`src/hdl/crc8fr_pkg.sv`:
```
// ----------------------------------------------------------------------------
// crc8fr_pkg
// Shared constants, codes and the CRC-8 byte update for the frame receiver.
// ----------------------------------------------------------------------------
`default_nettype none

package crc8fr_pkg;

    // Frame geometry
    localparam int MAX_FRAME_DEF = 64;
    localparam int MIN_FRAME     = 4;
    localparam int LEN_BIAS      = 2;
    localparam int QUEUE_DEPTH   = 4;

    // Configuration
    localparam logic [7:0] CRC_POLY_RESET = 8'hD5;
    localparam logic [0:0] REG_CRC_POLY   = 1'b0;

    // Kind of a queued byte, decided by the front end
    typedef logic [1:0] kind_t;
    localparam kind_t KIND_STORE   = 2'd0;   // header byte, store only
    localparam kind_t KIND_CRC     = 2'd1;   // store and fold into CRC
    localparam kind_t KIND_END     = 2'd2;   // last byte of a frame, check CRC
    localparam kind_t KIND_LEN_ERR = 2'd3;   // bad length, drop frame

    // Result status codes
    typedef logic [1:0] status_t;
    localparam status_t STATUS_GOOD    = 2'd0;
    localparam status_t STATUS_CRC_ERR = 2'd1;
    localparam status_t STATUS_LEN_ERR = 2'd2;

    // MSB-first CRC-8, one byte, implicit top bit of the polynomial
    function automatic logic [7:0] crc8_byte(input logic [7:0] crc,
                                             input logic [7:0] data,
                                             input logic [7:0] poly);
        logic [7:0] c;
        c = crc ^ data;
        for (int i = 0; i < 8; i++) begin
            if (c[7])
                c = {c[6:0], 1'b0} ^ poly;
            else
                c = {c[6:0], 1'b0};
        end
        return c;
    endfunction

endpackage

`default_nettype wire

```
`src/hdl/crc8fr_front.sv`:
```
// ----------------------------------------------------------------------------
// crc8fr_front
// Accepts received bytes, tracks frame position and length, tags each byte
// with its kind and pushes it to the queue. Holds the polynomial register.
// ----------------------------------------------------------------------------
`default_nettype none

module crc8fr_front #(
    parameter int MAX_FRAME = crc8fr_pkg::MAX_FRAME_DEF,
    parameter int PW        = $clog2(MAX_FRAME),
    parameter int EW        = 18 + PW
) (
    input  wire logic          clk,
    input  wire logic          rst_n,
    // byte input
    input  wire logic          in_valid,
    output logic               in_ready,
    input  wire logic [7:0]    rx_byte,
    // config port
    input  wire logic          psel,
    input  wire logic          penable,
    input  wire logic          pwrite,
    input  wire logic [2:0]    paddr,
    input  wire logic [31:0]   pwdata,
    output logic [31:0]        prdata,
    // queue write side
    input  wire logic          q_full,
    output logic               q_push,
    output logic [EW-1:0]      q_data
);

    localparam int FW = $clog2(MAX_FRAME + 1);

    logic [FW-1:0] fill_reg, fill_next;
    logic [FW-1:0] exp_reg,  exp_next;
    logic [7:0]    poly_reg;

    logic [FW-1:0]           pos_plus1;
    logic [8:0]              len_full;
    logic                    len_ok;
    crc8fr_pkg::kind_t       kind;

    // Polynomial register, written on the access phase
    always_ff @(posedge clk or negedge rst_n)
    begin
        if (!rst_n)
            poly_reg <= crc8fr_pkg::CRC_POLY_RESET;
        else if (psel && penable && pwrite && paddr[2] == crc8fr_pkg::REG_CRC_POLY)
            poly_reg <= pwdata[7:0];
    end

    assign prdata = (paddr[2] == crc8fr_pkg::REG_CRC_POLY) ? {24'd0, poly_reg} : 32'd0;

    // Handshake
    assign in_ready = !q_full;
    assign q_push   = in_valid && !q_full;

    // Classification
    assign pos_plus1 = fill_reg + FW'(1);
    assign len_full  = {1'b0, rx_byte} + 9'(crc8fr_pkg::LEN_BIAS);
    assign len_ok    = (len_full >= 9'(crc8fr_pkg::MIN_FRAME)) &&
                       (len_full <= 9'(MAX_FRAME));

    always_comb
    begin
        fill_next = pos_plus1;
        exp_next  = exp_reg;
        kind      = crc8fr_pkg::KIND_STORE;
        if (fill_reg == '0) begin
            kind = crc8fr_pkg::KIND_STORE;
        end else if (fill_reg == FW'(1)) begin
            if (len_ok) begin
                kind     = crc8fr_pkg::KIND_STORE;
                exp_next = FW'(len_full);
            end else begin
                kind      = crc8fr_pkg::KIND_LEN_ERR;
                fill_next = '0;
                exp_next  = '0;
            end
        end else if (pos_plus1 == exp_reg) begin
            kind      = crc8fr_pkg::KIND_END;
            fill_next = '0;
            exp_next  = '0;
        end else begin
            kind = crc8fr_pkg::KIND_CRC;
        end
    end

    assign q_data = {poly_reg, kind, fill_reg[PW-1:0], rx_byte};

    // Frame position state
    always_ff @(posedge clk or negedge rst_n)
    begin
        if (!rst_n) begin
            fill_reg <= '0;
            exp_reg  <= '0;
        end else if (q_push) begin
            fill_reg <= fill_next;
            exp_reg  <= exp_next;
        end
    end

endmodule

`default_nettype wire

```
`src/hdl/crc8fr_queue.sv`:
```
// ----------------------------------------------------------------------------
// crc8fr_queue
// Small FIFO that decouples byte intake from frame checking and replay.
// ----------------------------------------------------------------------------
`default_nettype none

module crc8fr_queue #(
    parameter int WIDTH = 8,
    parameter int DEPTH = crc8fr_pkg::QUEUE_DEPTH
) (
    input  wire logic             clk,
    input  wire logic             rst_n,
    input  wire logic             push,
    input  wire logic [WIDTH-1:0] push_data,
    output logic                  full,
    input  wire logic             pop,
    output logic                  not_empty,
    output logic [WIDTH-1:0]      head_data
);

    localparam int AW = $clog2(DEPTH);
    localparam int CW = $clog2(DEPTH + 1);

    logic [WIDTH-1:0] slot_reg [DEPTH];
    logic [AW-1:0]    wr_ptr_reg, wr_ptr_next;
    logic [AW-1:0]    rd_ptr_reg, rd_ptr_next;
    logic [CW-1:0]    count_reg,  count_next;

    assign full      = (count_reg == CW'(DEPTH));
    assign not_empty = (count_reg != '0);
    assign head_data = slot_reg[rd_ptr_reg];

    // Pointer and count update
    always_comb
    begin
        wr_ptr_next = wr_ptr_reg;
        rd_ptr_next = rd_ptr_reg;
        count_next  = count_reg;
        if (push)
            wr_ptr_next = (wr_ptr_reg == AW'(DEPTH - 1)) ? '0 : wr_ptr_reg + AW'(1);
        if (pop)
            rd_ptr_next = (rd_ptr_reg == AW'(DEPTH - 1)) ? '0 : rd_ptr_reg + AW'(1);
        if (push && !pop)
            count_next = count_reg + CW'(1);
        else if (pop && !push)
            count_next = count_reg - CW'(1);
    end

    always_ff @(posedge clk or negedge rst_n)
    begin
        if (!rst_n) begin
            wr_ptr_reg <= '0;
            rd_ptr_reg <= '0;
            count_reg  <= '0;
        end else begin
            wr_ptr_reg <= wr_ptr_next;
            rd_ptr_reg <= rd_ptr_next;
            count_reg  <= count_next;
        end
    end

    // Storage
    always_ff @(posedge clk)
    begin
        if (push)
            slot_reg[wr_ptr_reg] <= push_data;
    end

endmodule

`default_nettype wire

```
`src/hdl/crc8fr_back.sv`:
```
// ----------------------------------------------------------------------------
// crc8fr_back
// Drains the queue: stores bytes, folds the CRC, checks the frame end and
// either reports an error or replays the stored frame through the output.
// ----------------------------------------------------------------------------
`default_nettype none

module crc8fr_back #(
    parameter int MAX_FRAME = crc8fr_pkg::MAX_FRAME_DEF,
    parameter int PW        = $clog2(MAX_FRAME),
    parameter int EW        = 18 + PW
) (
    input  wire logic          clk,
    input  wire logic          rst_n,
    // queue read side
    input  wire logic          q_valid,
    input  wire logic [EW-1:0] q_data,
    output logic               q_pop,
    // result output
    output logic               out_valid,
    input  wire logic          out_ready,
    output logic [7:0]         frame_byte,
    output logic [5:0]         byte_index,
    output logic [1:0]         status,
    output logic               last
);

    localparam logic [1:0] ST_IDLE = 2'd0;
    localparam logic [1:0] ST_RD   = 2'd1;
    localparam logic [1:0] ST_OUT  = 2'd2;

    // Queue entry fields
    logic [7:0]        ent_byte;
    logic [PW-1:0]     ent_pos;
    crc8fr_pkg::kind_t ent_kind;
    logic [7:0]        ent_poly;

    assign ent_byte = q_data[7:0];
    assign ent_pos  = q_data[PW+7:8];
    assign ent_kind = q_data[PW+9:PW+8];
    assign ent_poly = q_data[PW+17:PW+10];

    logic [1:0]    state_reg,  state_next;
    logic [PW-1:0] k_reg,      k_next;
    logic [PW-1:0] end_reg,    end_next;
    logic [7:0]    crc_reg,    crc_next;
    logic          ovalid_reg, ovalid_next;
    logic [7:0]    obyte_reg,  obyte_next;
    logic [5:0]    oidx_reg,   oidx_next;
    logic [1:0]    ostat_reg,  ostat_next;
    logic          olast_reg,  olast_next;
    logic [7:0]    rd_data_reg;
    logic [7:0]    frame_mem [MAX_FRAME];

    logic slot_free;
    logic mem_we;

    assign slot_free = !ovalid_reg || out_ready;

    // Sequencer
    always_comb
    begin
        state_next  = state_reg;
        k_next      = k_reg;
        end_next    = end_reg;
        crc_next    = crc_reg;
        ovalid_next = ovalid_reg && !out_ready;
        obyte_next  = obyte_reg;
        oidx_next   = oidx_reg;
        ostat_next  = ostat_reg;
        olast_next  = olast_reg;
        q_pop       = 1'b0;
        mem_we      = 1'b0;
        case (state_reg)
            ST_IDLE:
            begin
                if (q_valid) begin
                    case (ent_kind)
                        crc8fr_pkg::KIND_STORE:
                        begin
                            q_pop  = 1'b1;
                            mem_we = 1'b1;
                        end
                        crc8fr_pkg::KIND_CRC:
                        begin
                            q_pop    = 1'b1;
                            mem_we   = 1'b1;
                            crc_next = crc8fr_pkg::crc8_byte(crc_reg, ent_byte, ent_poly);
                        end
                        crc8fr_pkg::KIND_LEN_ERR:
                        begin
                            if (slot_free) begin
                                q_pop       = 1'b1;
                                crc_next    = '0;
                                ovalid_next = 1'b1;
                                obyte_next  = '0;
                                oidx_next   = '0;
                                ostat_next  = crc8fr_pkg::STATUS_LEN_ERR;
                                olast_next  = 1'b1;
                            end
                        end
                        crc8fr_pkg::KIND_END:
                        begin
                            if (slot_free) begin
                                q_pop    = 1'b1;
                                mem_we   = 1'b1;
                                crc_next = '0;
                                if (crc_reg == ent_byte) begin
                                    state_next = ST_RD;
                                    k_next     = '0;
                                    end_next   = ent_pos;
                                end else begin
                                    ovalid_next = 1'b1;
                                    obyte_next  = '0;
                                    oidx_next   = '0;
                                    ostat_next  = crc8fr_pkg::STATUS_CRC_ERR;
                                    olast_next  = 1'b1;
                                end
                            end
                        end
                        default:
                        begin
                            q_pop = 1'b0;
                        end
                    endcase
                end
            end
            ST_RD:
            begin
                // store read is registered; data lands in rd_data_reg
                state_next = ST_OUT;
            end
            ST_OUT:
            begin
                if (slot_free) begin
                    ovalid_next = 1'b1;
                    obyte_next  = rd_data_reg;
                    oidx_next   = 6'(k_reg);
                    ostat_next  = crc8fr_pkg::STATUS_GOOD;
                    olast_next  = (k_reg == end_reg);
                    if (k_reg == end_reg) begin
                        state_next = ST_IDLE;
                    end else begin
                        k_next     = k_reg + PW'(1);
                        state_next = ST_RD;
                    end
                end
            end
            default:
            begin
                state_next = ST_IDLE;
            end
        endcase
    end

    // Control state
    always_ff @(posedge clk or negedge rst_n)
    begin
        if (!rst_n) begin
            state_reg  <= ST_IDLE;
            crc_reg    <= '0;
            ovalid_reg <= 1'b0;
        end else begin
            state_reg  <= state_next;
            crc_reg    <= crc_next;
            ovalid_reg <= ovalid_next;
        end
    end

    // Payload registers
    always_ff @(posedge clk)
    begin
        k_reg     <= k_next;
        end_reg   <= end_next;
        obyte_reg <= obyte_next;
        oidx_reg  <= oidx_next;
        ostat_reg <= ostat_next;
        olast_reg <= olast_next;
    end

    // Frame store: one write port, one registered read port
    always_ff @(posedge clk)
    begin
        if (mem_we)
            frame_mem[ent_pos] <= ent_byte;
        rd_data_reg <= frame_mem[k_reg];
    end

    assign out_valid  = ovalid_reg;
    assign frame_byte = obyte_reg;
    assign byte_index = oidx_reg;
    assign status     = ostat_reg;
    assign last       = olast_reg;

endmodule

`default_nettype wire

```
`src/hdl/crc8_frame_receiver.sv`:
```
// ----------------------------------------------------------------------------
// crc8_frame_receiver
// CRC-8 checked frame receiver: collects bytes into frames, checks the
// length and CRC, replays good frames and reports bad ones.
// ----------------------------------------------------------------------------
//
//   channel   direction  handshake            payload
//   input     in         in_valid/in_ready    rx_byte
//   output    out        out_valid/out_ready  frame_byte, byte_index, status, last
//   config    in         APB psel/penable     paddr, pwdata, prdata
//
// Intake takes one byte per cycle while the 4-entry queue has room.
// The back end drains one queued byte per cycle outside replay; a good frame
// replays each byte via ST_RD then ST_OUT, set by the registered store read.
// Reset leaves an empty queue and an empty frame; the store is not cleared.
// An output stall holds replay and frame results; the queue keeps taking bytes.
// ----------------------------------------------------------------------------
`default_nettype none

module crc8_frame_receiver #(
    parameter int MAX_FRAME = crc8fr_pkg::MAX_FRAME_DEF
) (
    input  wire logic        clk,
    input  wire logic        rst_n,
    // byte input
    input  wire logic        in_valid,
    output logic             in_ready,
    input  wire logic [7:0]  rx_byte,
    // result output
    output logic             out_valid,
    input  wire logic        out_ready,
    output logic [7:0]       frame_byte,
    output logic [5:0]       byte_index,
    output logic [1:0]       status,
    output logic             last,
    // config port
    input  wire logic        psel,
    input  wire logic        penable,
    input  wire logic        pwrite,
    input  wire logic [2:0]  paddr,
    input  wire logic [31:0] pwdata,
    output logic [31:0]      prdata,
    output logic             pready
);

    localparam int PW = $clog2(MAX_FRAME);
    localparam int EW = 18 + PW;

    logic          q_full;
    logic          q_push;
    logic [EW-1:0] q_wdata;
    logic          q_pop;
    logic          q_valid;
    logic [EW-1:0] q_rdata;

    assign pready = 1'b1;

    crc8fr_front #(
        .MAX_FRAME (MAX_FRAME),
        .PW        (PW),
        .EW        (EW)
    ) u_front (
        .clk      (clk),
        .rst_n    (rst_n),
        .in_valid (in_valid),
        .in_ready (in_ready),
        .rx_byte  (rx_byte),
        .psel     (psel),
        .penable  (penable),
        .pwrite   (pwrite),
        .paddr    (paddr),
        .pwdata   (pwdata),
        .prdata   (prdata),
        .q_full   (q_full),
        .q_push   (q_push),
        .q_data   (q_wdata)
    );

    crc8fr_queue #(
        .WIDTH (EW),
        .DEPTH (crc8fr_pkg::QUEUE_DEPTH)
    ) u_queue (
        .clk       (clk),
        .rst_n     (rst_n),
        .push      (q_push),
        .push_data (q_wdata),
        .full      (q_full),
        .pop       (q_pop),
        .not_empty (q_valid),
        .head_data (q_rdata)
    );

    crc8fr_back #(
        .MAX_FRAME (MAX_FRAME),
        .PW        (PW),
        .EW        (EW)
    ) u_back (
        .clk        (clk),
        .rst_n      (rst_n),
        .q_valid    (q_valid),
        .q_data     (q_rdata),
        .q_pop      (q_pop),
        .out_valid  (out_valid),
        .out_ready  (out_ready),
        .frame_byte (frame_byte),
        .byte_index (byte_index),
        .status     (status),
        .last       (last)
    );

endmodule

`default_nettype wire
```
`config.mk`:
```
export PLATFORM = sky130hd
export DESIGN_NAME = crc8_frame_receiver
export DESIGN_NICKNAME = d
export VERILOG_FILES = /design/src/hdl/crc8fr_pkg.sv /design/src/hdl/crc8fr_front.sv /design/src/hdl/crc8fr_queue.sv /design/src/hdl/crc8fr_back.sv /design/src/hdl/crc8_frame_receiver.sv
export SDC_FILE = /design/constraint.sdc
export NUM_CORES = 1
export LEC_CHECK = 0
export ABC_CLOCK_PERIOD_IN_PS = 7200
export BUFFER_PORTS_ARGS = -buffer_cell sky130_fd_sc_hd__buf_2
export CAP_MARGIN = 20
export CORE_MARGIN = 2
export CORE_UTILIZATION = 54
export CTS_CLUSTER_DIAMETER = 200
export DETAILED_ROUTE_END_ITERATION = 8
export GPL_TIMING_DRIVEN = 0
export PLACE_DENSITY_LB_ADDON = 0.25
export SLEW_MARGIN = 25
export SYNTH_ARGS = -nofsm -noshare
export SYNTH_HDL_FRONTEND = slang
export SYNTH_HIERARCHICAL = 1
export SYNTH_SLANG_ARGS = --single-unit
```
`constraint.sdc`:
```
create_clock -name clk -period 7.2 [get_ports clk]
set_input_delay 0.36 -clock clk [delete_from_list [all_inputs] [get_ports clk]]
set_output_delay 0.36 -clock clk [all_outputs]
set_load 0.01 [all_outputs]
```
==> results by group, run 1 <==
Yosys
  – Post-synthesis async set-or-reset flop share: between 5 and 6%
  – Distinct cells, synth: between 70 and 80
  – Synth Instances: 1,510
  – Largest cells by area after synthesis: edfxtp_1 67%, mux4_2 15%, dfrtp_1 3.1%
  – Sequential area share after synthesis: a little over two thirds
  – Post-synthesis register bit count: between 600 and 700
  – Synth top area share: between 60% and 70%
  – Synth Area per Inst: approximately 19 µm²
  – Area leader, netlist: edfxtp_1
  – Cell Area, Synth: 28,690 µm²
  – Main synth FF type: edfxtp_1
  – Post-synth EDFFs: around 640
  – Yosys warnings: 6

Power and ir drop
  – Combinational share of power: between 40% and 50%
  – Clock power share: 21.0%
  – Net Sw Power: between 6 and 7 mW
  – Sequential power share: 33.7%
  – P per Cell Area: about 520 nW/µm²
  – Worst vdd ir: roughly 800 µV
  – Int Pwr: 10.83 mW
  – Leakage: 10.58 nW
  – Sw Share: about 36%

Die
  – FP Rows: 84
  – Core Box Area: between 50,000 and 60,000 µm²
  – Io pins: ~100
  – Starting density of the core: a little over half
  – DIE HEIGHT: approximately 230 µm
  – Full die area: ~55,000 µm²
  – Die Wd: approximately 230 µm

GRT
  – Vias in the first global route: around 14,000
  – Tot GR Track Use: about a quarter
  – Total grt overflow: 0
  – First-pass GRT wire length: 93,190 µm
  – Largest net degree at the start of global routing: 67
  – Initial antenna violation count: 1

Worst hold path
  – Hold path startpoint: pwdata[3]
  – WHS Endpoint: u_front/poly_reg[3]$_DFFE_PN0P_
  – Worst Hold Class: in2reg
  – WHS Path Cells: 2

Critical path
  – CP Capture Type: flop
  – Crit path required time: 7650 ps
  – Crit-path max FO: 66
  – Worst Path Arrival: about 6400 ps
  – Worst r2r src: u_queue/rd_ptr_reg[0]$_DFFE_PN0P_
  – Setup Crit Path Kind: reg2reg
  – Reg2Reg Depth: 15
  – Setup slack, reg-to-reg: between 1000 and 1500 ps
  – Startpoint Class: flop
  – FF-to-FF End: u_back/crc_reg[2]$_DFFE_PN0P_

Cells and area
  – Area of the multi-input gates: 7776 µm²
  – Ratio of cells with drive above 1 in the final layout: around a quarter
  – Sequential cell area: a little over 20,000 µm²
  – Antenna cell count: 0
  – P&R area growth vs syn: 12.64%
  – Nets: 1,726
  – Filler instances: 3,705
  – Final std cells w/o fill: approximately 2,400
  – Max reg flops: between 500 and 600

Drt
  – Routed wire length: 62,350 µm
  – Routed len/inst: roughly 26 µm
  – ANT nets after route: 0
  – Vias per inst: around 6.2
  – DRT iter0 DRCs: ~1,500
  – Drt drc: 0
  – Routed vias: about 15,000
  – Router iterations before antenna repair: 5

Place
  – Gp weighted congestion: approximately 0.84
  – Port Buffer Count: 50
  – Placed Cells: approximately 2,300
  – Final HPWL DP: approximately 40,000 µm

Timing
  – Fin crit period: 5918 ps
  – Slew HR: between 30 and 40%
  – Final setup viols: 0
  – Worst Tran Pin Value: between 900 and 1000 ps
  – Crit share post-route: between 80 and 90%
  – RSZ-0062 raised after global routing: false
  – Endpoints failing hold: 0
  – Setup TNS: 0 ps
  – Clk_skew: around 24 ps
  – FMAX: 169.0 MHz
  – Fin. max-slew vios: 0

Clock network
  – CTS Buffer Depth: 3
  – Clock buffer count from CTS: 70
  – Root buf cell: clkbuf_16
  – Skew-Pair Late Insertion Delay: approximately 590 ps
  – Post_cts resized: 0
  – Htree depth: 3
  – Clock sinks: between 600 and 700
  – Clock-pin slew on the worst setup and hold paths: about 60 ps
  – CTS tree: built

Run
  – Max-Cap Viols: 0

Status
  – Status: completed
metal layers:
metal  part of all wire (%)  wire (µm)  global-route usage [%]
met1                     42      26060                   34.64
met2                     48      30010                   36.32
met3                    8.2       5143                   4.288
met4                    1.8       1147                   6.112
met5                      0          0                       0
area by class of cell:
cell class	count	area share [%]
Sequential cell	685	62.80
Multi-Input combinational cell	713	24.06
Clock buffer	87	5.842
Tap cell	688	2.664
Buffer	114	2.036
Clock inverter	38	1.208
Timing Repair Buffer	59	1.146
Inverter	21	0.2439
stage by stage:
| step | hold WS [ps] | utilization (%) | setup WS (ps) | total power, mW | area [µm²] |
|---|---|---|---|---|---|
| final | 30.45 | 61.50 | 1282 | 16.96 | 32320 |
| after global routing | 27.82 | 61.50 | 1018 | 17.80 | 32320 |
| after global placement | 463.6 | 56.88 | 855.3 | 13.17 | 29890 |
| after floorplan | 64.41 | - | 2342 | 11.42 | 28780 |
| after detailed placement | 484.7 | 57.02 | 1432 | 13.42 | 29960 |
| after CTS | 3.266 | 61.49 | 1385 | 17.00 | 32310 |
cell usage after synthesis (all sizes together) (5+ instances only):
library cell and count:
edfxtp 637, a211oi 8, mux2i 11, xnor3 7
clkbuf 37, mux4 192, dfrtp 35, xor2 25
nand3 27, mux2 14, nand2 69, ha 11
buf 77, nor2b 17, a21oi 16, xnor2 41
inv 21, dfstp 5, nor2 103, or3 6
dfxtp 8, nand3b 9, o21ai 28, and3 9
nor3 13, and2 25
layout by cell type, fill, tap and decap left out, types with 35 or more instances in the layout:
| cell | netlist | routed |
|---|---|---|
| buf_4 | 42 | 43 |
| edfxtp_1 | 637 | 637 |
| clkbuf_1 | 37 | 46 |
| mux4_2 | 186 | 180 |
| xnor2_1 | 37 | 37 |
| dfrtp_1 | 35 | 35 |
| clkbuf_16 | 0 | 72 |
| nand2_1 | 68 | 68 |
| buf_2 | 4 | 53 |
| nor2_1 | 102 | 101 |
critical path, cell delays in order, from the launching register on:
cell and delay [ps]:
dfrtp_1 390, buf_6 190, buf_12 170, mux4_4 1050
xnor2_1 690, o21ai_1 230, and2_1 270, and3_1 210
o32ai_1 580, mux2i_1 400, xor2_1 410, o21ai_1 210
o32a_2 440, and2_1 180, a211oi_1 250, o31ai_1 90
worst max path at each step:
stage / from / end / slack, ps
floorplan: u_queue/rd_ptr_reg[0]$_DFFE_PN0P_ / u_back/crc_reg[2]$_DFFE_PN0P_ / 2340
CTS: u_queue/rd_ptr_reg[0]$_DFFE_PN0P_ / u_back/crc_reg[2]$_DFFE_PN0P_ / 1380
finish: u_queue/rd_ptr_reg[0]$_DFFE_PN0P_ / u_back/crc_reg[2]$_DFFE_PN0P_ / 1280
global placement: u_queue/rd_ptr_reg[0]$_DFFE_PN0P_ / u_back/crc_reg[2]$_DFFE_PN0P_ / 860
detailed placement: u_queue/rd_ptr_reg[0]$_DFFE_PN0P_ / u_back/crc_reg[2]$_DFFE_PN0P_ / 1430
global route: u_queue/rd_ptr_reg[0]$_DFFE_PN0P_ / u_back/crc_reg[2]$_DFFE_PN0P_ / 1020
power groups by stage:
stage	combinational (mW)	clock (mW)	sequential, mW
floorplan	5.67	0	5.75
global placement	7.37	0	5.80
detailed placement	7.62	0	5.80
CTS	7.65	3.62	5.72
global route	8.26	3.79	5.76
finish	7.68	3.56	5.72
timing repair:
| item | 4_1_cts | 5_1_grt |
|---|---|---|
| setup buffers | 0 | 0 |
| endpoints found under the hold margin | 41 | 0 |
| hold buffers | 7 | 0 |
kinds of logic (layout without fill, tap and decap cells):
| family | Yosys count | after routing | share of synthesized area [%] |
|---|---|---|---|
| multiplexers | 217 | 217 | 16.11 |
| buffers and inverters | 135 | 319 | 2.551 |
| other | 2 | 25 | 0.02617 |
| AND/OR/NAND/NOR | 301 | 301 | 5.141 |
| AO/OA/AOI/OAI | 84 | 84 | 2.041 |
| flip-flops | 685 | 685 | 70.74 |
| XOR/XNOR | 74 | 74 | 2.848 |
| adder cells (fa/ha/maj) | 12 | 12 | 0.5494 |
Power figures use the tool's default switching activity.
==> inputs of run 2 (changes only) <==
ABC_CLOCK_PERIOD_IN_PS = 6000   (was 7200)
clock period = 6 ns   (was 7.2 ns; I/O delays follow)
==> run 2 against run 1 <==
Net effect: register-to-register slack got worse by 940 ps; sequential share of layout area is 0.12 points lower; critical path type unchanged; combinational power grew 21%; highest routed layer unchanged; first-iteration DRC count up 11%; sequential power is 20% higher; flip-flop and latch count did not move; design area grew 0.19%; core utilization rose by 0.11 points; worst setup slack lost 940 ps; global-route usage hardly changed; clock power grew 20%; non-clock buffer count increased by 3.
==> results by group, run 2 (same netlist as run 1, synthesis figures left out) <==
Place
  – Port Buffer Count: 50
  – Placed Area: approximately 30,000 µm²
  – Dpl ws: between 200 and 250 ps
  – Final HPWL DP: 39,550 µm
  – Gp weighted congestion: 0.8392
  – Placed Cells: approximately 2,300

Drt
  – DRT iter0 DRCs: approximately 1,700
  – Router iterations before antenna repair: 7
  – Routed vias: roughly 15,000
  – Routed wire length: about 64,000 µm
  – Routed len/inst: ~26 µm
  – Drt drc: 0
  – Vias per inst: a little over 6
  – ANT nets after route: 0

Worst hold path
  – WHS Endpoint: u_queue/slot_reg[2][6]$_DFFE_PP_
  – WHS Path Cells: 2
  – Worst Hold Class: in2reg
  – Hold path startpoint: rx_byte[6]

GRT
  – Vias in the first global route: ~14,000
  – Total grt overflow: 0
  – Initial antenna violation count: 1
  – Tot GR Track Use: between 20% and 30%
  – Largest net degree at the start of global routing: 67
  – First-pass GRT wire length: 93,270 µm

Die
  – FP Rows: between 80 and 90
  – Core Box Area: about 53,000 µm²
  – Io pins: roughly 100
  – Full die area: roughly 55,000 µm²
  – Starting density of the core: around 55%
  – DIE HEIGHT: around 230 µm
  – Die Wd: around 230 µm

Clock network
  – Post-CTS Setup Inserts: 0
  – Clock sinks: 685
  – CTS tree: built
  – Skew-Pair Late Insertion Delay: 590 ps
  – Clock buffer count from CTS: 70
  – Clock-pin slew on the worst setup and hold paths: around 60 ps
  – CTS Buffer Depth: 3
  – Root buf cell: clkbuf_16
  – Htree depth: 3

Timing
  – Final worst slack: between 300 and 400 ps
  – Clk_skew: roughly 25 ps
  – Worst Tran Pin Value: 974.2 ps
  – Fin crit period: 5660 ps
  – FMAX: between 150 and 200 MHz
  – Min Hold Slack: approximately 27 ps
  – Slew HR: a little over a third
  – Fin. max-slew vios: 0
  – Final setup viols: 0
  – Crit share post-route: a little over nine tenths
  – Endpoints failing hold: 0
  – RSZ-0062 raised after global routing: false

Cells and area
  – Ratio of cells with drive above 1 in the final layout: between 20% and 30%
  – Max reg flops: ~510
  – Filler instances: ~3,700
  – Antenna cell count: 0
  – Most frequent cells in the layout: 637 x edfxtp_1, 181 x mux4_2, 101 x nor2_1, 72 x clkbuf_16, 68 x nand2_1
  – Final std cells w/o fill: 2,409
  – Final instance area: around 32,000 µm²
  – Nets: ~1,700
  – P&R area growth vs syn: 12.85%
  – Most common cell after layout, fill and taps aside: edfxtp_1

Power and ir drop
  – P per Cell Area: 631.0 nW/µm²
  – Worst vdd ir: 960.4 µV
  – Power consumption: 20.43 mW
  – Leakage: roughly 11 nW

Critical path
  – Cells along the critical path: buf_2, buf_2, mux4_4, xor2_2, buf_4, nand2_1, xnor2_1, o31ai_1, o32ai_1, mux2i_1, xor2_1, o21ai_1, o32a_2, and2_1, a211oi_1, o31ai_1
  – CP Capture Type: flop
  – Setup slack, reg-to-reg: ~340 ps
  – Crit-path max FO: 33
  – CP bufs+invs: 3
  – Worst Path Arrival: between 6000 and 7000 ps
  – Crit path largest cell delay: between 800 and 900 ps
  – Setup Crit Path Kind: reg2reg
  – CP max-delay cell: mux4_4
  – Startpoint Class: flop
  – Reg2Reg Depth: 16
  – FF-to-FF End: u_back/crc_reg[2]$_DFFE_PN0P_
  – Cell family with most CP delay: compound AO/OA/AOI/OAI gates
  – Crit path required time: around 6500 ps
  – Worst r2r src: u_queue/rd_ptr_reg[1]$_DFFE_PN0P_

Run
  – Max-Cap Viols: 0

Status
  – Status: completed
-- run 2: changes by cell type in the layout (fill, tap and decap cells not counted) --
cell	change
dlygate4sd3_1	+3
mux4_2	+1
xnor2_1	-1
xnor2_2	+1
-- run 2: routing by layer --
layer,global-route usage (%),up-vias,share of wire [%]
li1,-,6291,-
met1,34.69,7799,41
met2,36.34,662,48
met3,4.288,95,8.9
met4,6.112,0,2.0
met5,0,-,0
-- run 2: worst max-delay path by stage --
stage / end / cells past startpoint / slack (ps) / startpoint
2_1_floorplan: u_back/crc_reg[2]$_DFFE_PN0P_ / 14 / 1140 / u_queue/rd_ptr_reg[0]$_DFFE_PN0P_
3_3_place_gp: u_back/crc_reg[2]$_DFFE_PN0P_ / 14 / -340 / u_queue/rd_ptr_reg[0]$_DFFE_PN0P_
3_5_place_dp: u_back/crc_reg[2]$_DFFE_PN0P_ / 15 / 230 / u_queue/rd_ptr_reg[0]$_DFFE_PN0P_
4_1_cts: u_back/crc_reg[2]$_DFFE_PN0P_ / 15 / 180 / u_queue/rd_ptr_reg[0]$_DFFE_PN0P_
5_1_grt: u_back/crc_reg[2]$_DFFE_PN0P_ / 16 / 90 / u_queue/rd_ptr_reg[1]$_DFFE_PN0P_
6_report: u_back/crc_reg[2]$_DFFE_PN0P_ / 16 / 340 / u_queue/rd_ptr_reg[1]$_DFFE_PN0P_
-- run 2: power by group --
part,total (mW),switching (mW),internal [mW]
combinational,9.28,5.45,3.83
sequential,6.87,0.226,6.64
clock,4.28,1.74,2.54
total,20.4,7.42,13.0
-- run 2: final cells by class --
cell class	count	area (µm²)	share of cell area, %
flip-flops and latches	685	20300	62.68
multi-input cells	714	7806	24.11
clock buffers	87	1888	5.831
well taps	688	860.8	2.659
plain buffers	114	658.1	2.033
repair buffers	62	400.4	1.237
clock inverters	38	390.4	1.206
inverters	21	78.83	0.2434
-- run 2: what timing repair did --
action	in CTS	in global routing
resized for setup	0	1
setup endpoints to repair	0	7
hold buffers	10	0
endpoints found under the hold margin	44	0
-- run 2: per-stage QoR --
step	setup TNS [ps]	utilization (%)
floorplan	0	-
global placement	-1799	56.88
detailed placement	0	57.02
CTS	0	61.55
global route	0	61.61
finish	0	61.61
